$ cat src/sv/gcd_isqrt.sv
// pipelined floor square root of a 60-bit value, one result bit per stage
module gcd_isqrt (
  input  logic        clk,
  input  logic [59:0] v,
  output logic [29:0] root
);
  localparam int Bits = 30;
  logic [61:0] rem [0:Bits];
  logic [29:0] r   [0:Bits];
  logic [59:0] src [0:Bits];

  assign rem[0] = '0;
  assign r[0]   = '0;
  assign src[0] = v;

  for (genvar i = 0; i < Bits; i++) begin : g_bit
    logic [61:0] cur;
    logic [61:0] trial;
    always_comb begin
      cur   = {rem[i][59:0], src[i][59:58]};
      trial = {r[i], 2'b01};
    end
    always_ff @(posedge clk) begin
      src[i+1] <= {src[i][57:0], 2'b00};
      if (cur >= trial) begin
        rem[i+1] <= cur - trial;
        r[i+1]   <= {r[i][28:0], 1'b1};
      end else begin
        rem[i+1] <= cur;
        r[i+1]   <= {r[i][28:0], 1'b0};
      end
    end
  end

  assign root = r[Bits];
endmodule

$ cat config.mk
export PLATFORM = sky130hd
export DESIGN_NAME = gcd_isqrt
export DESIGN_NICKNAME = d
export VERILOG_FILES = /design/src/sv/gcd_isqrt.sv
export SDC_FILE = /design/constraint.sdc
export NUM_CORES = 2
export LEC_CHECK = 0
export BUFFER_PORTS_ARGS = -buffer_cell sky130_fd_sc_hd__buf_2
export CORE_AREA = 4 4 481 483
export DETAILED_ROUTE_END_ITERATION = 8
export DIE_AREA = 0 0 485 487
export GPL_ROUTABILITY_DRIVEN = 0
export GPL_TIMING_DRIVEN = 1
export PLACE_DENSITY = 0.65
export REMOVE_ABC_BUFFERS = 1
export SLEW_MARGIN = 20
export SYNTH_ARGS = -nofsm -noshare
export SYNTH_HDL_FRONTEND = slang
export SYNTH_SLANG_ARGS = --single-unit
$ cat constraint.sdc
create_clock -name clk -period 4.33 [get_ports clk]
set_input_delay 0 -clock clk [delete_from_list [all_inputs] [get_ports clk]]
set_output_delay 0 -clock clk [all_outputs]
set_load 0.02 [all_outputs]
==> results.yml <==
route:
  remaining_drc_errors: 0
  vias_per_cell: 5.47
  vias: 82524
  route.detailed.wl_per_inst_um: 17.9
  maxUsedRoutingLayer: "met5"
  wl_met1_mm: 109
  dr_wl_met2_mm: 133
  totalWireLength_mm: 270
  ant_nets: 0
  dr_wl_met3_mm: 13.2
  drtIter0Drc: 6138
  first_pass_iters: 8
critical_path:
  r2r_start: "g_bit[4].cur[46]"
  worstPathArrival_ns: 4.86
  crit_type: "register to register"
  end_kind: "register"
  crit_fanout: 15
  crit_required_ns: 5.12
  cp-startpoint: "g_bit[4].cur[46]"
  critPathLaunchType: "register"
power_and_ir_drop:
  finalPower_uw: 74300
  p_sw_share_pct: 28.2
  switchingPower_uw: 20900
  p_int_uw: 53400
  clockPowerShare_pct: 36.4
  pwr-share-comb_pct: 13.8
  power_density_nw_per_um2: 575
  pwr-share-seq_pct: 49.9
  power.leakage_uw: 0.0559
  ir_drop_mv: 0.406
layout:
  nNetsFinal: 12381
  final_cell_area_um2: 129000
  area_growth_pct: 14.2
  fin_util_pct: 56.9
  drive_gt1_share_pct: 7.29
logic_synthesis:
  synthAdderAreaFrac_pct: 5.51
  ys_warn_count: 0
  synth-seq-cells: 2974
  synth_compound_area_share_pct: 9.66
  synth_commonest_cells: "2974 x dfxtp_1, 876 x nor2_1, 753 x xor2_1"
  syn_inst: 11431
  syn_avg_cell_area_um2: 9.89
  synth_edf_count: 0
  synthMuxAreaShare_pct: 0.638
  synth_top_cell_area_share_pct: 52.6
  yosysTopAreaCell: "dfxtp_1"
  synth.area.top_cells: "dfxtp_1 53%, xor2_1 5.8%, ha_1 5.5%"
  synth-simple-area-share_pct: 17.5
  synth_cell_types: 86
  syn_area_um2: 113000
  synth_seq_area_share_pct: 52.6
  synth_top_family_by_area: "simple AND/OR/NAND/NOR gates"
  async_flop_share_pct: 0
  ys.flop_type: "dfxtp_1"
  synthXorXnorAreaFrac_pct: 11.1
  synth.most_common_cell: "dfxtp_1"
floorplan:
  ioPinCount: 91
  core_area_um2: 227000
  dieArea_um2: 236000
  rows: 175
  chipWidth_um: 485
  die_y_um: 487
  initial_utilization_pct: 49.9
sta:
  slew_headroom_pct: 28.8
  skew_ns: 0.0664
  tightest_slew_ns: 1.06
  final_max_slew_viol_count: 0
  setup_slack_ns: 0.264
  fmax_ghz: 0.246
  period_needed_ns: 4.07
  rsz0062_at_grt: "no"
  hold_viol: 0
  setup_viol: 0
  period_share_pct: 93.9
clock_tree:
  cts.root.buffer_cell: "clkbuf_16"
  post_cts_buffers: 0
  cts_buffers: 313
  clkSinkCount: 2974
  tritoncts: "built"
  htree_levels: 5
  cts_buffer_depth: 4
  clk_pin_slew_worst_paths_ns: 0.06
  clkLatencyLatePin_ns: 0.94
global_route:
  grt_pass1_wl_mm: 432
  grt_overflow: 0
  grt_pass1_vias: 81840
  grt_usage_pct: 22.4
  grt_max_degree: 53
  antenna_found_initial: 7
place:
  io_buffers: 90
  pre_cts_slack_ns: 0.359
  dpl_cell_area_um2: 117000
  post-dp-hpwl_mm: 207
worst_hold_path:
  hold_path.startpoint: "v[38]"
  hp-class: "primary input to register"
run_status:
  outcome: "completed"
flow_run:
  maxCapViolCount: 0
-- power groups by stage --
stage	clock network [µW]	logic, µW	registers [µW]
global route	28800	11400	37600
finish	27000	10200	37000
global placement	0	9850	37400
detailed placement	0	10000	37500
floorplan	0	7680	35700
CTS	27700	10200	37000
-- stage by stage --
step | setup TNS [ns] | hold slack (ns) | cells
floorplan | -46.40 | 0.0277 | 11190
global placement | 0 | 0.102 | 14395
detailed placement | 0 | 0.104 | 14395
CTS | 0 | 0.146 | 15061
global route | 0 | 0.213 | 15074
finish | 0 | 0.221 | 15076
-- what timing repair did --
item	4_1_cts	5_1_grt
hold buffers	121	0
endpoints found under the setup margin	0	4
endpoints found under the hold margin	61	0
resized for setup	0	2
-- worst paths after layout --
path	to	slack (ns)	cells past startpoint
max	g_bit[5].cur[61]	0.26	12
min reg2reg	src[1369]	0.30	0
min	src[1780]	0.22	3
max reg2reg	g_bit[5].cur[61]	0.26	12
-- layer usage --
metal | up-vias | global-route usage, %
met3 | 786 | 3.06
met4 | 2 | 11.5
met2 | 2483 | 40.1
met5 | - | 0
li1 | 40426 | -
met1 | 38827 | 26.0
-- logic make-up after synthesis --
group,after synthesis
xor gates and xnor gates,1439
muxes,65
other,1
adders and majority gates,498
AOI/OAI and AO/OA,1759
buffers and inverters,876
DFF,2974
and+or+nand+nor,3819
-- state kept, by name, indices dropped and copies added, names as in the netlist --
signal       count
g_bit.trial    435
root            30
g_bit.cur     1697
src            812
-- worst max-delay path, stage by stage, from the launching register on --
cell and delay (ns):
dfxtp_1 0.31, or4_1 0.55, nor3_1 0.36, nand2_1 0.26
o311ai_0 0.61, nor4_1 0.11, buf_4 0.18, inv_1 0.32
nand4_1 0.41, nor4_1 0.37, buf_4 0.20, nand4b_1 0.12
xnor2_1 0.15
-- cell usage in the layout, fill, tap and decap left out, drive strengths merged, types with 181 or more instances in the layout --
| cell | n |
|---|---|
| dfxtp | 2974 |
| nor2 | 876 |
| xor2 | 753 |
| nand2 | 699 |
| xnor2 | 686 |
| inv | 641 |
| a21oi | 591 |
| ha | 498 |
| nor3 | 440 |
| o21ai | 417 |
| clkbuf | 417 |
| nor4 | 325 |
| nand3 | 253 |
| or3 | 242 |
| buf | 196 |
| a21o | 185 |
| nand2b | 181 |
-- cell type report --
type / instances / area, µm²
inverters: 635 / 2380
flip-flops and latches: 2974 / 59500
diodes: 15 / 37.5
clock inverters: 128 / 1680
fillers: 19572 / 97700
clock buffers: 417 / 8850
well taps: 3009 / 3760
multi-input cells: 7581 / 50400
repair buffers: 317 / 2490
Power figures use the tool's default switching activity.
